**src/design/alu8_pkg.sv**
```systemverilog
// Package for the 8-bit ALU: opcodes, transfer payload types, pipeline types and divider step.
`timescale 1ns / 1ps

package alu8_pkg;

  // Opcodes.
  localparam logic [4:0] OP_MOV  = 5'd0;
  localparam logic [4:0] OP_AND  = 5'd1;
  localparam logic [4:0] OP_OR   = 5'd2;
  localparam logic [4:0] OP_XOR  = 5'd3;
  localparam logic [4:0] OP_NOT  = 5'd4;
  localparam logic [4:0] OP_NAND = 5'd5;
  localparam logic [4:0] OP_NOR  = 5'd6;
  localparam logic [4:0] OP_XNOR = 5'd7;
  localparam logic [4:0] OP_SHL  = 5'd8;
  localparam logic [4:0] OP_SHR  = 5'd9;
  localparam logic [4:0] OP_ADD  = 5'd10;
  localparam logic [4:0] OP_SADD = 5'd11;
  localparam logic [4:0] OP_SUB  = 5'd12;
  localparam logic [4:0] OP_SSUB = 5'd13;
  localparam logic [4:0] OP_MUL  = 5'd14;
  localparam logic [4:0] OP_SMUL = 5'd15;
  localparam logic [4:0] OP_DIV  = 5'd16;
  localparam logic [4:0] OP_SDIV = 5'd17;
  localparam logic [4:0] OP_MOD  = 5'd18;
  localparam logic [4:0] OP_SMOD = 5'd19;
  localparam logic [4:0] OP_INC  = 5'd20;
  localparam logic [4:0] OP_DEC  = 5'd21;
  localparam logic [4:0] OP_CMP  = 5'd22;

  // Byte constants.
  localparam logic [7:0] SIGN_BIT = 8'h80;
  localparam logic [7:0] NEXT_BIT = 8'h40;
  localparam logic [7:0] LOW_BIT  = 8'h01;

  // Internal stages ahead of the output register; stages 1 to 4 each retire two divider bits.
  localparam int NUM_STAGES    = 5;
  localparam int DIV_PER_STAGE = 2;

  typedef struct packed {
    logic [4:0] cmd;
    logic [7:0] operand_a;
    logic [7:0] operand_b;
  } in_item_t;

  typedef struct packed {
    logic [7:0] result;
    logic       write_back;
    logic       carry_flag;
    logic       zero_flag;
    logic       sign_flag;
    logic       overflow_flag;
  } out_item_t;

  typedef struct packed {
    logic [4:0]  cmd;
    logic [7:0]  a;
    logic [7:0]  b;
    logic [7:0]  r;
    logic        cf;
    logic        ovf;
    logic [15:0] prod;
    logic [7:0]  rem;
    logic [7:0]  quo;
    logic [7:0]  dvs;
    logic        neg_q;
    logic        neg_r;
    logic        dz;
    logic        sovf;
  } pipe_t;

  typedef struct packed {
    logic [7:0] rem;
    logic [7:0] quo;
  } div_state_t;

  // One restoring division step: shift in the next dividend bit, subtract if it fits.
  function automatic div_state_t div_step(input logic [7:0] rem, input logic [7:0] quo,
                                          input logic [7:0] dvs);
    logic [8:0] t;
    logic [8:0] d;
    div_state_t s;
    t = {rem, quo[7]};
    d = t - {1'b0, dvs};
    if (t >= {1'b0, dvs}) begin
      s.rem = d[7:0];
      s.quo = {quo[6:0], 1'b1};
    end else begin
      s.rem = t[7:0];
      s.quo = {quo[6:0], 1'b0};
    end
    return s;
  endfunction

endpackage

```
**src/design/alu8_with_flags.sv**
```systemverilog
// Top level of the pipelined 8-bit ALU with carry, zero, sign and overflow flags.
// Each result passes through stage registers 0 to 4 and the output register to out_valid.
// Throughput: one operation per cycle; a stall holds each full stage whose successor is
// full, while empty stages ahead of it keep filling.
// The depth is set by the 8-step divider, which retires two quotient bits per stage.
// Reset (rst_n low, synchronous) clears all valid bits; payload registers are not reset.
`timescale 1ns / 1ps

module alu8_with_flags (
  input  logic                clk,
  input  logic                rst_n,
  input  logic                in_valid,
  output logic                in_stall,
  input  alu8_pkg::in_item_t  in_data,
  output logic                out_valid,
  input  logic                out_stall,
  output alu8_pkg::out_item_t out_data
);

  localparam int NS = alu8_pkg::NUM_STAGES;

  // Stage registers. Stage 0 holds the decoded operation, the simple results, the
  // raw product and the divider setup. Stages 1 to 4 run the divider; stage 1 also
  // finishes the multiply flags. The output register forms the final flags.
  alu8_pkg::pipe_t     stage_r   [0:NS-1];
  alu8_pkg::pipe_t     stage0_nxt;
  alu8_pkg::pipe_t     stage_nxt [1:NS-1];
  logic [NS-1:0]       valid_r;
  logic [NS:0]         ready;
  alu8_pkg::out_item_t out_r;
  alu8_pkg::out_item_t out_nxt;
  logic                out_valid_r;

  // Backward ready chain: a stage may load when it is empty or its successor loads.
  always_comb begin
    ready[NS] = !out_valid_r || !out_stall;
    for (int k = NS - 1; k >= 0; k--) begin
      ready[k] = !valid_r[k] || ready[k+1];
    end
  end

  assign in_stall  = !ready[0];
  assign out_valid = out_valid_r;
  assign out_data  = out_r;

  // Stage 0: decode and the simple operations.
  always_comb begin
    alu8_pkg::pipe_t p;
    logic [8:0] sum;
    logic [8:0] diff;
    logic       sgn;
    logic [7:0] a;
    logic [7:0] b;
    a       = in_data.operand_a;
    b       = in_data.operand_b;
    sum     = {1'b0, a} + {1'b0, b};
    diff    = {1'b0, a} - {1'b0, b};
    p       = '0;
    p.cmd   = in_data.cmd;
    p.a     = a;
    p.b     = b;
    p.prod  = 16'(a) * 16'(b);
    case (in_data.cmd)
      alu8_pkg::OP_MOV:  p.r = b;
      alu8_pkg::OP_AND:  p.r = a & b;
      alu8_pkg::OP_OR:   p.r = a | b;
      alu8_pkg::OP_XOR:  p.r = a ^ b;
      alu8_pkg::OP_NOT:  p.r = ~a;
      alu8_pkg::OP_NAND: p.r = ~(a & b);
      alu8_pkg::OP_NOR:  p.r = ~(a | b);
      alu8_pkg::OP_XNOR: p.r = ~(a ^ b);
      alu8_pkg::OP_SHL: begin
        p.r   = {a[6:0], 1'b0};
        p.cf  = |(a & alu8_pkg::SIGN_BIT);
        p.ovf = a[6] & a[5];
      end
      alu8_pkg::OP_SHR: begin
        // The top bit of the result is always clear, so overflow stays 0.
        p.r  = {1'b0, a[7:1]};
        p.cf = |(a & alu8_pkg::LOW_BIT);
      end
      alu8_pkg::OP_ADD, alu8_pkg::OP_SADD: begin
        p.r   = sum[7:0];
        p.cf  = sum[8];
        p.ovf = |((a ^ sum[7:0]) & (b ^ sum[7:0]) & alu8_pkg::SIGN_BIT);
      end
      alu8_pkg::OP_SUB, alu8_pkg::OP_SSUB, alu8_pkg::OP_CMP: begin
        p.r   = diff[7:0];
        p.cf  = diff[8];
        p.ovf = |((a ^ b) & (a ^ diff[7:0]) & alu8_pkg::SIGN_BIT);
      end
      alu8_pkg::OP_INC: begin
        p.r   = a + 8'd1;
        p.cf  = (a == 8'hFF);
        p.ovf = (a == 8'h7F);
      end
      alu8_pkg::OP_DEC: begin
        p.r   = a - 8'd1;
        p.cf  = (a == 8'h00);
        p.ovf = (a == alu8_pkg::SIGN_BIT);
      end
      default: p.r = '0;
    endcase
    // Divider setup: magnitudes of the operands and the signs to restore later.
    sgn     = (in_data.cmd == alu8_pkg::OP_SDIV) || (in_data.cmd == alu8_pkg::OP_SMOD);
    p.quo   = (sgn && a[7]) ? (8'd0 - a) : a;
    p.dvs   = (sgn && b[7]) ? (8'd0 - b) : b;
    p.rem   = '0;
    p.neg_q = sgn && (a[7] ^ b[7]);
    p.neg_r = sgn && a[7];
    p.dz    = (b == 8'h00);
    p.sovf  = (in_data.cmd == alu8_pkg::OP_SDIV) && (a == alu8_pkg::SIGN_BIT) && (b == 8'hFF);
    stage0_nxt = p;
  end

  // Stages 1 to 4: two divider steps each; stage 1 also settles the multiply.
  always_comb begin
    alu8_pkg::pipe_t    t;
    alu8_pkg::div_state_t s;
    logic [15:0]        sp;
    for (int k = 1; k < NS; k++) begin
      t = stage_r[k-1];
      for (int j = 0; j < alu8_pkg::DIV_PER_STAGE; j++) begin
        s     = alu8_pkg::div_step(t.rem, t.quo, t.dvs);
        t.rem = s.rem;
        t.quo = s.quo;
      end
      if (k == 1) begin
        // Signed product from the unsigned one: subtract the weight of each sign bit.
        sp = t.prod - (t.a[7] ? {t.b, 8'h00} : 16'h0000)
                    - (t.b[7] ? {t.a, 8'h00} : 16'h0000);
        if (t.cmd == alu8_pkg::OP_MUL) begin
          t.r   = t.prod[7:0];
          t.cf  = |t.prod[15:8];
          t.ovf = |t.prod[15:7];
        end else if (t.cmd == alu8_pkg::OP_SMUL) begin
          t.r   = t.prod[7:0];
          t.cf  = |t.prod[15:8];
          t.ovf = !((sp[15:7] == 9'h000) || (sp[15:7] == 9'h1FF));
        end
      end
      stage_nxt[k] = t;
    end
  end

  // Output stage: restore signs of quotient and remainder, form the flags.
  always_comb begin
    alu8_pkg::pipe_t t;
    logic [7:0]      q;
    logic [7:0]      rm;
    logic            is_div;
    logic            known;
    logic [7:0]      r;
    logic            cf;
    logic            ovf;
    t      = stage_r[NS-1];
    q      = t.neg_q ? (8'd0 - t.quo) : t.quo;
    rm     = t.neg_r ? (8'd0 - t.rem) : t.rem;
    is_div = t.cmd inside {alu8_pkg::OP_DIV, alu8_pkg::OP_SDIV,
                           alu8_pkg::OP_MOD, alu8_pkg::OP_SMOD};
    known  = (t.cmd <= alu8_pkg::OP_CMP);
    r      = t.r;
    cf     = t.cf;
    ovf    = t.ovf;
    if (is_div) begin
      r   = (t.cmd inside {alu8_pkg::OP_DIV, alu8_pkg::OP_SDIV}) ? q : rm;
      cf  = 1'b0;
      ovf = t.sovf;
    end
    if (is_div && t.dz) begin
      // Division by zero: nothing is written, carry and overflow mark the fault.
      out_nxt = '{result: 8'h00, write_back: 1'b0, carry_flag: 1'b1, zero_flag: 1'b0,
                  sign_flag: 1'b0, overflow_flag: 1'b1};
    end else if (!known) begin
      // Undefined opcodes give an all-zero transfer.
      out_nxt = '0;
    end else begin
      out_nxt.result        = r;
      out_nxt.write_back    = (t.cmd != alu8_pkg::OP_CMP);
      out_nxt.carry_flag    = cf;
      out_nxt.zero_flag     = (r == 8'h00);
      out_nxt.sign_flag     = |(r & alu8_pkg::SIGN_BIT);
      out_nxt.overflow_flag = ovf;
    end
  end

  // Valid bits travel with the data.
  always_ff @(posedge clk) begin
    if (!rst_n) begin
      valid_r     <= '0;
      out_valid_r <= 1'b0;
    end else begin
      if (ready[0]) begin
        valid_r[0] <= in_valid;
      end
      for (int k = 1; k < NS; k++) begin
        if (ready[k]) begin
          valid_r[k] <= valid_r[k-1];
        end
      end
      if (ready[NS]) begin
        out_valid_r <= valid_r[NS-1];
      end
    end
  end

  // Payload registers load only when a valid item moves in.
  always_ff @(posedge clk) begin
    if (ready[0] && in_valid) begin
      stage_r[0] <= stage0_nxt;
    end
    for (int k = 1; k < NS; k++) begin
      if (ready[k] && valid_r[k-1]) begin
        stage_r[k] <= stage_nxt[k];
      end
    end
    if (ready[NS] && valid_r[NS-1]) begin
      out_r <= out_nxt;
    end
  end

endmodule

```
**config.mk**
```make
export PLATFORM = sky130hd
export DESIGN_NAME = alu8_with_flags
export DESIGN_NICKNAME = d
export VERILOG_FILES = /design/src/design/alu8_pkg.sv /design/src/design/alu8_with_flags.sv
export SDC_FILE = /design/constraint.sdc
export NUM_CORES = 1
export LEC_CHECK = 0
export ABC_AREA = 1
export BUFFER_PORTS_ARGS = -buffer_cell sky130_fd_sc_hd__buf_2
export CAP_MARGIN = 20
export CELL_PAD_IN_SITES_DETAIL_PLACEMENT = 0
export CELL_PAD_IN_SITES_GLOBAL_PLACEMENT = 2
export CORE_ASPECT_RATIO = 0.7
export CORE_MARGIN = 3
export CORE_UTILIZATION = 40
export DETAILED_ROUTE_END_ITERATION = 8
export PLACE_DENSITY = 0.85
export RECOVER_POWER = 25
export REMOVE_ABC_BUFFERS = 1
export SKIP_CTS_REPAIR_TIMING = 1
export SYNTH_ARGS = -nofsm -noshare
export SYNTH_HDL_FRONTEND = slang
export SYNTH_SLANG_ARGS = --single-unit
```
**constraint.sdc**
```tcl
create_clock -name clk -period 4.85 [get_ports clk]
set_input_delay 0.2425 -clock clk [delete_from_list [all_inputs] [get_ports clk]]
set_output_delay 0.2425 -clock clk [all_outputs]
set_load 0.02 [all_outputs]
```
* Word level (Yosys, flattened, before mapping)
Memory sizes are Yosys's and may differ from the RTL's.
Cells that the tools add are included.
** Storage, ports and cells
- Flip-flop bits (word level) :: 19
- Bits in writable memories :: 375
- Input port bits :: 25
- Logic and storage cells :: 161
- Memories kept :: 1
** Cells by class
- Add/subtract/negate cells :: 18
- Multiply operators :: 1
- Magnitude comparators :: 9
- Equal/unequal tests :: 30
- Mux-type cells :: 34
- Bitwise gates (word level) :: 15
- Reductions and logical operators :: 41
** Memories
- stage_r :: depth 5, bits a word 75, rd ports 5, clocked after Yosys merged registers in 0, write ports 5, RTL line alu8_with_flags.sv:25 : alu8_pkg::pipe_t stage_r [0:NS-1];
** Operator list (number)
- $mux W16 :: 10
- $pmux W8 S14 :: 1
- $ge A9 B8 Y1 :: 8
- $sub A8 B8 Y8 :: 8
- $mux W8 :: 6
- $eq A5 B5 Y1 const B :: 9
- $eq A5 B4 Y1 const B :: 8
- $not A8 Y8 :: 4
- $sub A1 B8 Y8 const A :: 4
- $sub A16 B16 Y16 :: 2
- $xor A8 B8 Y8 :: 4
- $and A8 B8 Y8 :: 3
- $eq A8 B8 Y1 const B :: 3
- $logic_not A8 Y1 :: 3
- $eq A5 B3 Y1 const B :: 4
- $mux W10 :: 2
- $mul A8 B8 Y16 :: 1
- $logic_and A1 B1 Y1 :: 12
- $mux W1 :: 12
- $eq A5 B2 Y1 const B :: 2
- $add A8 B8 Y9 :: 1
- $eq A9 B9 Y1 const B :: 1
- $logic_not A1 Y1 :: 9
- $logic_not A9 Y1 :: 1
- 22 further kinds :: 30

* Longest topological paths before layout
- Word-level depth :: 10
- Gate-level depth with buffers :: 22

* Worst setup path after synthesis
No wires, ideal clock.
- Kind :: input-to-reg
- Start point :: in in_data[7] (netlist bit)
- End point :: mem stage_r[0][40] (netlist bit) (data pin)
- Library setup time :: 252 ps
- Arrival time :: 3849 ps
- Slack :: 749 ps
- Cell stages on the path :: 18
- Path buffers :: 1
- Cells stage by stage :: clkbuf_1 -> nand2_1 -> fa_1 -> fa_1 -> inv_1 -> fa_1 -> inv_1 -> fa_1 -> inv_1 -> ha_1 -> nand2_1 -> inv_1 -> a21oi_1 -> o21ai_0 -> nand3_1 -> nand2_1 -> nand2_1 -> nand2_1
** RTL lines
- start: declaration :: RTL line alu8_with_flags.sv:14 : input alu8_pkg::in_item_t in_data,
- end: declaration :: RTL line alu8_with_flags.sv:25

==> flow_summary.json <==
{
  "dieArea_um2": 45400,
  "wl_per_cell_um": 16.7,
  "slew_violations": 0,
  "netlist_instances": 1984,
  "powerDensity_nw_per_um2": 337,
  "final_layout_size_suffix_gt1_share_pct": 5.82,
  "slew_headroom_pct": 33.2,
  "critPathRequiredTime_ns": 5.15,
  "maxCapViolCount": 0,
  "syn_area_per_cell_um2": 8.64,
  "synth_area_um2": 17100,
  "grt-ovfl-total": 0,
  "antenna_left": 0,
  "clkPwrFrac_pct": 32.6,
  "p_leak_nw": 8.97,
  "hold_viol_final": 1,
  "synth.top_cell.area_share_pct": 42.2,
  "startpoint_type": "primary input",
  "grt_max_degree": 66,
  "met1_length_um": 22600,
  "synth_area_leaders": "edfxtp_1 42%, nand2_1 12%, ha_1 9.9%, inv_1 7.6%, fa_1 6.2%",
  "io_buffers": 39,
  "num_antenna_cells": 0,
  "drc_errors": 0,
  "top_layer": "met4",
  "antenna_found_initial": 1,
  "wl_met3_um": 3580,
  "whs_ns": -0.00840,
  "htreeDepth": 1,
  "p_int_mw": 4.37,
  "critPathSlowestCell": "fa_1",
  "hold_class": "in2reg",
  "tns_ns": 0,
  "period_minus_slack_ns": 4.35,
  "crit_family": "adder cells",
  "tightest_slew_ns": 1.00,
  "fill_cells": 4096,
  "outcome": "finished, violations left",
  "rsz0062_at_grt": "false",
  "worstPathCellList": "dlygate4sd3_1 > clkbuf_1 > nand2_1 > fa_1 > fa_1 > inv_1 > fa_1 > inv_1 > fa_1 > inv_1 > ha_1 > nand2_1 > inv_1 > a21oi_1 > o21ai_0 > nand3_1 > nand3_1 > nand2_1",
  "fp.dieH_um": 179,
  "cp_num_buf_inv": 6,
  "hpwl_um": 34900,
  "cts-buffers-inserted": 26,
  "grt_pass1_wl_um": 68600,
  "setup_violations": 0,
  "switching_share_pct": 31.5,
  "synth_area_leader_cell": "edfxtp_1",
  "pwr-share-comb_pct": 26.8,
  "ys_seq_elements": 247,
  "rows": 62,
  "vias": 13100,
  "synth_edf_count": 241,
  "dr.pass1.iters": 5,
  "clockBufferDepth": 3,
  "cts_tree": "done",
  "skew_ns": 0.0126,
  "cp_data_arrival_time_ns": 4.65,
  "switching_power_mw": 2.01,
  "die_w_um": 253,
  "synth_commonest_cells": "550 x nand2_1, 345 x inv_1, 241 x edfxtp_1",
  "drt_iter0_markers": 989,
  "routed-wl-met2_um": 16900,
  "max_stage_delay_ns": 0.55,
  "synth.yosys.seq_area_share_pct": 42.9,
  "path_class": "in2reg",
  "routed_wl_um": 43600,
  "max_freq_mhz": 230,
  "critPathMaxFanout": 7,
  "power_mw": 6.38,
  "seq_power_share_pct": 40.5,
  "post_synth_num_cell_types": 52,
  "path_clk_slew_ns": 0.07,
  "ir_worst_vdd_mv": 0.262,
  "ys_async_sr_fraction_pct": 0,
  "clkLatencyLatePin_ns": 0.54,
  "synthFlopType": "edfxtp_1",
  "start_util_pct": 41.1,
  "yosys_warnings": 0,
  "ioPinCount": 40,
  "fp.coreArea_um2": 41700,
  "finalCritPeriodShare_pct": 89.7,
  "cts-root-buf": "clkbuf_16",
  "gp_congestion": 1.04,
  "grt_pass1_vias": 12200,
  "area_growth_pct": 10.5,
  "finalNetCount": 2255,
  "grt_usage_pct": 19.3,
  "vias_per_cell": 5.03,
  "cts_sinks": 247,
  "yosysMostFrequentCell": "nand2_1",
  "setup.worst_path.end_class": "flip-flop",
  "violations": "hold timing"
}
[layer usage]
layer	vias to the layer above	global-route usage (%)
li1	6614	-
met1	6096	30.5
met2	353	26.7
met3	37	4.83
met4	0	3.05
met5	-	0
[worst paths after layout]
kind | slack (ns) | cells after the start | end | start
min | -0.008 | 3 | out_valid | out_stall
min reg2reg | 0.41 | 0 | stage_r[0][314] | stage_r[0][237]
max reg2reg | 1.19 | 19 | stage_r[0][321] | stage_r[0][230]
max | 0.50 | 18 | stage_r[0][40] | in_data[9]
[per-stage QoR]
| stage | setup WS [ns] | area [um2] | util, % | instances | hold slack, ns |
|---|---|---|---|---|---|
| after floorplan | 1.04 | 17000 | - | 1955 | 0.341 |
| after global placement | 0.503 | 18000 | 43.2 | 2549 | 0.402 |
| after detailed placement | 0.437 | 18000 | 43.2 | 2549 | 0.405 |
| after CTS | 1.02 | 18900 | 45.3 | 2597 | -0.0811 |
| after global routing | 0.229 | 18900 | 45.4 | 2605 | 0.000468 |
| final | 0.502 | 18900 | 45.4 | 2605 | -0.00840 |
[final cells by class]
type	instances	area, um2	share of cell area, %
Clock buffer	33	697	3.68
Clock inverter	15	209	1.10
Inverter	355	1330	7.04
Multi-Input combinational cell	1353	8330	44.0
Sequential cell	247	7360	38.9
Tap cell	544	681	3.60
Timing Repair Buffer	58	325	1.72
[kinds of logic after synthesis]
logic type / synth area share, %
and+or+nand+nor: 24.1
buffers and inverters: 8.56
DFF: 42.9
AOI/OAI and AO/OA: 5.34
xor gates and xnor gates: 2.96
adders and majority gates: 16.1
[worst reg2reg max path, cell delays in order (launching register included)]
cell and delay [ns]:
edfxtp_1 0.36, inv_1 0.25, ha_1 0.33, nand2_1 0.09, nor2_1 0.04, nand2_1 0.05, nor2_1 0.06, nor2_4 0.29
nand2_8 0.13, nand2_1 0.08, nand2_1 0.07, ha_1 0.38, a21oi_1 0.23, nand2_1 0.13, nand2_1 0.08, o211ai_1 0.12
nand2_1 0.34, nand3_4 0.20, nand2_1 0.10, nand2_1 0.07
[flip-flops by register name, indices dropped and copies added (netlist names)]
register and count:
out_valid 1, valid_r 5, out_data 12, stage_r 229
[power by group through the flow]
stage	Combinational, mW	Clock (mW)	Sequential [mW]
floorplan	1.28	0	2.60
global placement	1.70	0	2.63
detailed placement	1.70	0	2.63
CTS	1.71	2.14	2.59
global route	1.98	2.23	2.60
finish	1.71	2.08	2.59
[layout by cell type (no fill, tap or decap), drive strengths merged, types with 53 or more instances in the layout]
cell type | synthesis | routed
nand4 | 54 | 54
nor2 | 147 | 147
nand3 | 148 | 148
clkbuf | 20 | 56
inv | 351 | 354
fa | 53 | 53
ha | 136 | 136
nand2 | 558 | 558
edfxtp | 241 | 241
a21oi | 74 | 74
No activity file was read; power rests on OpenSTA's default activity.
